[src/design/vrs3d_pkg.sv]
package vrs3d_pkg;

    // coordinate span limit and field widths
    localparam int MAX_SPAN  = 63;
    localparam int COORD_W   = 7;
    localparam int MAG_W     = 6;
    localparam int ERR_W     = 9;

    typedef enum logic [1:0] {
        ST_IDLE,
        ST_SETUP,
        ST_RUN
    } state_t;

    typedef enum logic [1:0] {
        AXIS_X,
        AXIS_Y,
        AXIS_Z
    } axis_t;

    // controller to datapath
    typedef struct packed {
        logic load;    // capture clamped endpoint
        logic init;    // choose driving axis, seed error terms
        logic step;    // advance to next voxel
    } cmd_t;

    // datapath to controller
    typedef struct packed {
        logic last;    // current voxel is the endpoint
    } status_t;

endpackage

[src/design/vrs3d_ctrl.sv]
module vrs3d_ctrl (
    input  logic                clk,
    input  logic                rst_n,
    input  logic                in_valid,
    output logic                in_stall,
    output logic                out_valid,
    input  logic                out_stall,
    input  vrs3d_pkg::status_t  status,
    output vrs3d_pkg::cmd_t     cmd
);

    vrs3d_pkg::state_t state_reg;
    vrs3d_pkg::state_t state_next;

    always_ff @(posedge clk or negedge rst_n)
    begin
        if (!rst_n)
        begin
            state_reg <= vrs3d_pkg::ST_IDLE;
        end
        else
        begin
            state_reg <= state_next;
        end
    end

    always_comb
    begin
        state_next = state_reg;
        cmd        = '0;
        in_stall   = 1'b1;
        out_valid  = 1'b0;
        unique case (state_reg)
            vrs3d_pkg::ST_IDLE:
            begin
                in_stall = 1'b0;
                if (in_valid)
                begin
                    cmd.load   = 1'b1;
                    state_next = vrs3d_pkg::ST_SETUP;
                end
            end
            vrs3d_pkg::ST_SETUP:
            begin
                cmd.init   = 1'b1;
                state_next = vrs3d_pkg::ST_RUN;
            end
            vrs3d_pkg::ST_RUN:
            begin
                out_valid = 1'b1;
                if (!out_stall)
                begin
                    if (status.last)
                    begin
                        state_next = vrs3d_pkg::ST_IDLE;
                    end
                    else
                    begin
                        cmd.step = 1'b1;
                    end
                end
            end
            default:
            begin
                state_next = vrs3d_pkg::ST_IDLE;
            end
        endcase
    end

endmodule

[src/design/vrs3d_datapath.sv]
module vrs3d_datapath (
    input  logic                                  clk,
    input  vrs3d_pkg::cmd_t                       cmd,
    input  logic signed [vrs3d_pkg::COORD_W-1:0]  end_x,
    input  logic signed [vrs3d_pkg::COORD_W-1:0]  end_y,
    input  logic signed [vrs3d_pkg::COORD_W-1:0]  end_z,
    output logic signed [vrs3d_pkg::COORD_W-1:0]  vox_x,
    output logic signed [vrs3d_pkg::COORD_W-1:0]  vox_y,
    output logic signed [vrs3d_pkg::COORD_W-1:0]  vox_z,
    output logic                                  last_point,
    output vrs3d_pkg::status_t                    status
);

    localparam int CW = vrs3d_pkg::COORD_W;
    localparam int MW = vrs3d_pkg::MAG_W;
    localparam int EW = vrs3d_pkg::ERR_W;

    // per-axis magnitude and sign, captured at load
    logic [MW-1:0]           mag_reg  [3];
    logic [2:0]              neg_reg;
    logic signed [CW-1:0]    pt_reg   [3];
    vrs3d_pkg::axis_t        drv_reg, p_reg, q_reg;
    logic [MW-1:0]           md_reg, mp_reg, mq_reg;
    logic signed [EW-1:0]    errp_reg, errq_reg;
    logic [MW-1:0]           cnt_reg;

    logic signed [CW-1:0]    end_in  [3];
    logic [MW-1:0]           mag_next [3];
    logic [2:0]              neg_next;
    vrs3d_pkg::axis_t        drv_next, p_next, q_next;
    logic [MW-1:0]           md_next, mp_next, mq_next;
    logic signed [EW-1:0]    md2, mp2, mq2;
    logic                    stepp, stepq;
    logic [2:0]              step_en;

    function automatic logic [MW-1:0] pick(input vrs3d_pkg::axis_t a,
                                           input logic [MW-1:0] m0,
                                           input logic [MW-1:0] m1,
                                           input logic [MW-1:0] m2);
        logic [MW-1:0] r;
        r = m0;
        unique case (a)
            vrs3d_pkg::AXIS_X: r = m0;
            vrs3d_pkg::AXIS_Y: r = m1;
            vrs3d_pkg::AXIS_Z: r = m2;
            default:           r = m0;
        endcase
        return r;
    endfunction

    assign end_in[0] = end_x;
    assign end_in[1] = end_y;
    assign end_in[2] = end_z;

    // saturate to the span, then split into sign and magnitude
    always_comb
    begin
        for (int j = 0; j < 3; j++)
        begin
            logic signed [CW:0] v;
            logic signed [CW:0] c;
            v = {end_in[j][CW-1], end_in[j]};
            c = v;
            if (v > (CW+1)'(vrs3d_pkg::MAX_SPAN))
            begin
                c = (CW+1)'(vrs3d_pkg::MAX_SPAN);
            end
            else if (v < -(CW+1)'(vrs3d_pkg::MAX_SPAN))
            begin
                c = -(CW+1)'(vrs3d_pkg::MAX_SPAN);
            end
            neg_next[j] = c[CW];
            mag_next[j] = c[CW] ? MW'(-c) : MW'(c);
        end
    end

    // driving axis: largest magnitude, ties to x then y
    always_comb
    begin
        if (mag_reg[0] >= mag_reg[1] && mag_reg[0] >= mag_reg[2])
        begin
            drv_next = vrs3d_pkg::AXIS_X;
            p_next   = vrs3d_pkg::AXIS_Y;
            q_next   = vrs3d_pkg::AXIS_Z;
        end
        else if (mag_reg[1] >= mag_reg[0] && mag_reg[1] >= mag_reg[2])
        begin
            drv_next = vrs3d_pkg::AXIS_Y;
            p_next   = vrs3d_pkg::AXIS_X;
            q_next   = vrs3d_pkg::AXIS_Z;
        end
        else
        begin
            drv_next = vrs3d_pkg::AXIS_Z;
            p_next   = vrs3d_pkg::AXIS_Y;
            q_next   = vrs3d_pkg::AXIS_X;
        end
        md_next = pick(drv_next, mag_reg[0], mag_reg[1], mag_reg[2]);
        mp_next = pick(p_next,   mag_reg[0], mag_reg[1], mag_reg[2]);
        mq_next = pick(q_next,   mag_reg[0], mag_reg[1], mag_reg[2]);
    end

    assign md2   = $signed({{(EW-MW-1){1'b0}}, md_reg, 1'b0});
    assign mp2   = $signed({{(EW-MW-1){1'b0}}, mp_reg, 1'b0});
    assign mq2   = $signed({{(EW-MW-1){1'b0}}, mq_reg, 1'b0});
    assign stepp = (errp_reg > 0);
    assign stepq = (errq_reg > 0);

    always_comb
    begin
        for (int j = 0; j < 3; j++)
        begin
            step_en[j] = (drv_reg == vrs3d_pkg::axis_t'(j))
                       || (stepp && p_reg == vrs3d_pkg::axis_t'(j))
                       || (stepq && q_reg == vrs3d_pkg::axis_t'(j));
        end
    end

    always_ff @(posedge clk)
    begin
        if (cmd.load)
        begin
            for (int j = 0; j < 3; j++)
            begin
                mag_reg[j] <= mag_next[j];
            end
            neg_reg <= neg_next;
        end
        if (cmd.init)
        begin
            drv_reg  <= drv_next;
            p_reg    <= p_next;
            q_reg    <= q_next;
            md_reg   <= md_next;
            mp_reg   <= mp_next;
            mq_reg   <= mq_next;
            errp_reg <= $signed({{(EW-MW-1){1'b0}}, mp_next, 1'b0})
                      - $signed({{(EW-MW){1'b0}}, md_next});
            errq_reg <= $signed({{(EW-MW-1){1'b0}}, mq_next, 1'b0})
                      - $signed({{(EW-MW){1'b0}}, md_next});
            cnt_reg  <= '0;
            for (int j = 0; j < 3; j++)
            begin
                pt_reg[j] <= '0;
            end
        end
        else if (cmd.step)
        begin
            errp_reg <= (stepp ? errp_reg - md2 : errp_reg) + mp2;
            errq_reg <= (stepq ? errq_reg - md2 : errq_reg) + mq2;
            cnt_reg  <= cnt_reg + MW'(1);
            for (int j = 0; j < 3; j++)
            begin
                if (step_en[j])
                begin
                    pt_reg[j] <= neg_reg[j] ? pt_reg[j] - CW'(1) : pt_reg[j] + CW'(1);
                end
            end
        end
    end

    assign status.last = (cnt_reg == md_reg);
    assign vox_x       = pt_reg[0];
    assign vox_y       = pt_reg[1];
    assign vox_z       = pt_reg[2];
    assign last_point  = status.last;

endmodule

[src/design/voxel_ray_stepper_3d_unit.sv]
// 3d voxel line stepper: walks the bresenham line from the origin to an endpoint
// input channel: in_valid / in_stall carry one endpoint request (end_x, end_y, end_z),
//   signed 7-bit, saturated to the span before use
// output channel: out_valid / out_stall carry one voxel per transfer (vox_x, vox_y,
//   vox_z), first the origin, last the endpoint, flagged by last_point
// a request is taken only while the block is idle; in_stall is high otherwise
// the endpoint is saturated and captured as the request is taken; the setup state
//   picks the driving axis and seeds both error terms; the run state then offers
//   the origin voxel
// each request yields |major| + 1 voxels from the datapath's single stepping loop,
//   one voxel a cycle unless out_stall is high; no new request until the last voxel
// receiver stall holds the current voxel steady; the walk resumes when it lifts
// reset clears the controller to idle; datapath registers are loaded per request
// no state carries from one request to the next
module voxel_ray_stepper_3d_unit (
    input  logic                                  clk,
    input  logic                                  rst_n,
    input  logic                                  in_valid,
    output logic                                  in_stall,
    input  logic signed [vrs3d_pkg::COORD_W-1:0]  end_x,
    input  logic signed [vrs3d_pkg::COORD_W-1:0]  end_y,
    input  logic signed [vrs3d_pkg::COORD_W-1:0]  end_z,
    output logic                                  out_valid,
    input  logic                                  out_stall,
    output logic signed [vrs3d_pkg::COORD_W-1:0]  vox_x,
    output logic signed [vrs3d_pkg::COORD_W-1:0]  vox_y,
    output logic signed [vrs3d_pkg::COORD_W-1:0]  vox_z,
    output logic                                  last_point
);

    // command and status between sequencer and stepping datapath
    vrs3d_pkg::cmd_t    cmd;
    vrs3d_pkg::status_t status;

    // sequencer: idle, setup, run
    vrs3d_ctrl u_ctrl (
        .clk       (clk),
        .rst_n     (rst_n),
        .in_valid  (in_valid),
        .in_stall  (in_stall),
        .out_valid (out_valid),
        .out_stall (out_stall),
        .status    (status),
        .cmd       (cmd)
    );

    // saturation, axis choice, error terms and voxel position
    vrs3d_datapath u_datapath (
        .clk        (clk),
        .cmd        (cmd),
        .end_x      (end_x),
        .end_y      (end_y),
        .end_z      (end_z),
        .vox_x      (vox_x),
        .vox_y      (vox_y),
        .vox_z      (vox_z),
        .last_point (last_point),
        .status     (status)
    );

endmodule

[config.mk]
export PLATFORM = sky130hd
export DESIGN_NAME = voxel_ray_stepper_3d_unit
export DESIGN_NICKNAME = d
export VERILOG_FILES = /design/src/design/vrs3d_pkg.sv /design/src/design/vrs3d_ctrl.sv /design/src/design/vrs3d_datapath.sv /design/src/design/voxel_ray_stepper_3d_unit.sv
export SDC_FILE = /design/constraint.sdc
export NUM_CORES = 1
export LEC_CHECK = 0
export BUFFER_PORTS_ARGS = -buffer_cell sky130_fd_sc_hd__buf_4
export CAP_MARGIN = 0
export CORE_ASPECT_RATIO = 0.9
export CORE_MARGIN = 5
export CORE_UTILIZATION = 57
export CTS_BUF_LIST = sky130_fd_sc_hd__clkbuf_4
export DETAILED_ROUTE_END_ITERATION = 16
export PLACE_DENSITY = 0.82
export SYNTH_ARGS = -nofsm -noshare
export SYNTH_HDL_FRONTEND = slang
export SYNTH_SLANG_ARGS = --single-unit
[constraint.sdc]
create_clock -name clk -period 3.86 [get_ports clk]
set_clock_uncertainty 0.2 [all_clocks]
set_input_delay 0.386 -clock clk [delete_from_list [all_inputs] [get_ports clk]]
set_output_delay 0.386 -clock clk [all_outputs]
set_load 0.03 [all_outputs]
==> impl_metrics.env <==
export IMPL_fmax_ghz=0.263
export IMPL_initial_core_util=0.585
export IMPL_routedWlPerCell_um=16.8
export IMPL_drive_gt1_frac=0.222
export IMPL_dieHeight_um=113
export IMPL_nets=923
export IMPL_clk_latency_ps=440
export IMPL_vias=5619
export IMPL_grt_max_degree=31
export IMPL_setup_ws_ps=51.7
export IMPL_switching_power_w=0.00341
export IMPL_wl_met2_um=8090
export IMPL_synthesis_area_um2=6750
export IMPL_cp_arrival_ps=3780
export IMPL_start_kind="register"
export IMPL_final_common_cell="buf_4"
export IMPL_drc_errors=0
export IMPL_totalWireLength_um=16500
export IMPL_p_comb_frac=0.694
export IMPL_relSlewSlack=0.240
export IMPL_die_area_um2=14100
export IMPL_ys_seq_area_frac=0.386
export IMPL_clockRootBuffer="clkbuf_4"
export IMPL_hold_viol_final=0
export IMPL_worstSetupPathType="reg -> reg"
export IMPL_syn_to_final_growth_pct=19.9
export IMPL_crit_family="compound AO/OA/AOI/OAI gates"
export IMPL_ant_nets=0
export IMPL_dr_max_layer_used="met4"
export IMPL_fin_hold_ws_ps=38.9
export IMPL_vias_per_cell=5.73
export IMPL_cts_tree="done"
export IMPL_drv_slew=0
export IMPL_tightest_slew_ps=1140
export IMPL_placement_rows=37
export IMPL_power_share_clock=0.060
export IMPL_p_leak_nw=3.53
export IMPL_io_pins=49
export IMPL_path_max_fanout=4
export IMPL_cts_buffers=9
export IMPL_dp_slack_ps=-193
export IMPL_clock_sinks=89
export IMPL_critPathCaptureType="register"
export IMPL_p_seq_frac=0.245
export IMPL_final_period_utilization=0.987
export IMPL_cp_data_required_time_ps=3830
export IMPL_antenna_found_initial=0
export IMPL_ir_drop_mv=0.344
export IMPL_core_um2=11500
export IMPL_synth_seq_cells=89
export IMPL_first_pass_iters=6
export IMPL_p_total_w=0.00758
export IMPL_internal_power_w=0.00417
export IMPL_drt_iter0_markers=360
export IMPL_synthFlopType="edfxtp_1"
export IMPL_hp_class="in -> reg"
export IMPL_finalWeightedCongestion=0.944
export IMPL_largest_reg_flops=21
export IMPL_crit_chain="inv_2 > ha_1 > nor2b_2 > nor3b_2 > o21a_1 > o21ai_2 > inv_2 > a21oi_1 > a21boi_1 > inv_1 > ha_1 > a21bo_2 > a31o_2 > a21oi_4 > o22ai_1"
export IMPL_syn_num_nets=812
export IMPL_chipWidth_um=125
export IMPL_grt_use_total=0.229
export IMPL_maxCapViolCount=0
export IMPL_cpPeakStageDelay_ps=510
export IMPL_powerDensity_nw_per_um2=937
export IMPL_worst_path_buf_inv=3
export IMPL_ys_types=59
export IMPL_h_tree_depth=3
export IMPL_status="completed"
export IMPL_gr_total_overflow=0
export IMPL_postSynthCellCount=708
export IMPL_p_sw_frac=0.450
export IMPL_grt_pass1_wl_um=26500
export IMPL_async_reset_ff_frac=0.0225
export IMPL_yosys_warnings=0
export IMPL_clk_pin_slew_worst_paths_ps=130
export IMPL_grt_pass1_vias=5607
export IMPL_synth_edf_count=81
export IMPL_dp_hpwl_um=12900
export IMPL_regToRegSetupSlack_ps=50
export IMPL_min_period_ps=3810
export IMPL_final_cell_mix="buf_4 (108), edfxtp_1 (81), ha_1 (63), inv_1 (58), nor2_1 (58)"
export IMPL_setup_viol=0
export IMPL_dr_wl_met3_um=717
export IMPL_clock_path_buffers=2
export IMPL_port_buffers=48
export IMPL_met1_length_um=7130
export IMPL_avgSynthCellArea_um2=9.53
export IMPL_critPathSlowestCell="edfxtp_1"
export IMPL_n_antenna_cell=0
-- cell usage after synthesis (all sizes together) (4+ instances only) --
| library cell | count | area share |
|---|---|---|
| clkbuf | 10 | 0.0056 |
| dfxtp | 6 | 0.018 |
| o21a | 8 | 0.0089 |
| nand3 | 12 | 0.0089 |
| nand2b | 16 | 0.015 |
| and2 | 4 | 0.0037 |
| ha | 72 | 0.13 |
| nand2 | 61 | 0.034 |
| xor2 | 18 | 0.023 |
| nor2 | 60 | 0.033 |
| inv | 65 | 0.036 |
| o211ai | 9 | 0.010 |
| a31oi | 11 | 0.012 |
| xnor2 | 40 | 0.052 |
| a21oi | 33 | 0.024 |
| o22ai | 4 | 0.0037 |
| fa | 7 | 0.021 |
| edfxtp | 81 | 0.36 |
| nor3 | 15 | 0.011 |
| or3 | 4 | 0.0037 |
| nor4 | 6 | 0.0056 |
| a21o | 28 | 0.031 |
| a211oi | 4 | 0.0045 |
| mux2 | 4 | 0.0067 |
| o31ai | 7 | 0.0078 |
| o21ai | 58 | 0.044 |
| nor2b | 20 | 0.019 |
-- final cells by class --
class / instances / area [um2]
inverters: 65 / 249
clock inverters: 4 / 22.5
multi-input cells: 542 / 4080
repair buffers: 112 / 853
flip-flops and latches: 89 / 2600
fillers: 882 / 3440
well taps: 156 / 195
clock buffers: 12 / 90.1
-- per-stage QoR --
stage,util,cells,setup TNS (ps),area [um2]
2_1_floorplan,-,708,0,6750
3_3_place_gp,0.661,948,-2.16,7620
3_5_place_dp,0.661,948,-717,7620
4_1_cts,0.679,968,0,7830
5_1_grt,0.702,980,-450,8090
6_report,0.702,980,0,8090
-- per-layer routing --
layer / vias to the layer above / GRT usage
li1: 2782 / -
met1: 2668 / 0.283
met2: 135 / 0.394
met3: 34 / 0.0373
met4: 0 / 0.106
met5: - / 0
-- worst register-to-register path: stages (launching register included) --
cell and delay, ps:
edfxtp_1 510, inv_2 80, ha_1 310, nor2b_2 180, nor3b_2 70, o21a_1 220, o21ai_2 190, inv_2 80
a21oi_1 140, a21boi_1 320, inv_1 140, ha_1 350, a21bo_2 230, a31o_2 240, a21oi_4 160, o22ai_1 110
-- cell families (layout without fill, tap and decap cells) --
kind of cell,count (synthesis),count (layout),share of synthesized area
compound gates,185,185,0.180
buf+inv,77,193,0.0430
mux,7,7,0.0111
flops,89,89,0.386
fa+ha+maj,79,79,0.154
simple gates,213,213,0.151
xor+xnor,58,58,0.0753
-- power groups by stage --
stage          Combinational, W  Sequential [W]  Clock, W
5_1_grt                 0.00579         0.00189  0.000515
3_5_place_dp            0.00474         0.00188         0
4_1_cts                 0.00487         0.00186  0.000470
6_report                0.00526         0.00186  0.000457
2_1_floorplan           0.00329         0.00194         0
3_3_place_gp            0.00452         0.00186         0
-- worst paths after layout --
path | startpoint | endpoint | cells past startpoint
max reg2reg | u_datapath.mag_reg[0][7] | u_datapath.errp_reg[7] | 15
min reg2reg | u_datapath.cnt_reg[5] | u_datapath.cnt_reg[5] | 2
max | u_datapath.mag_reg[0][7] | u_datapath.errp_reg[7] | 15
min in group asynchronous | rst_n | u_ctrl.state_reg[0] | 2
max in group asynchronous | rst_n | u_ctrl.state_reg[1] | 2
min | end_z[0] | u_datapath.mag_reg[0][12] | 3
-- what timing repair did --
action                                  CTS  global route
hold buffers                              2             0
pin swaps                                 3            16
setup buffers                             2            12
gates resized for setup                  17            39
endpoints found under the setup margin   10            12
endpoints found under the hold margin     3             0
Power figures use the tool's default switching activity.
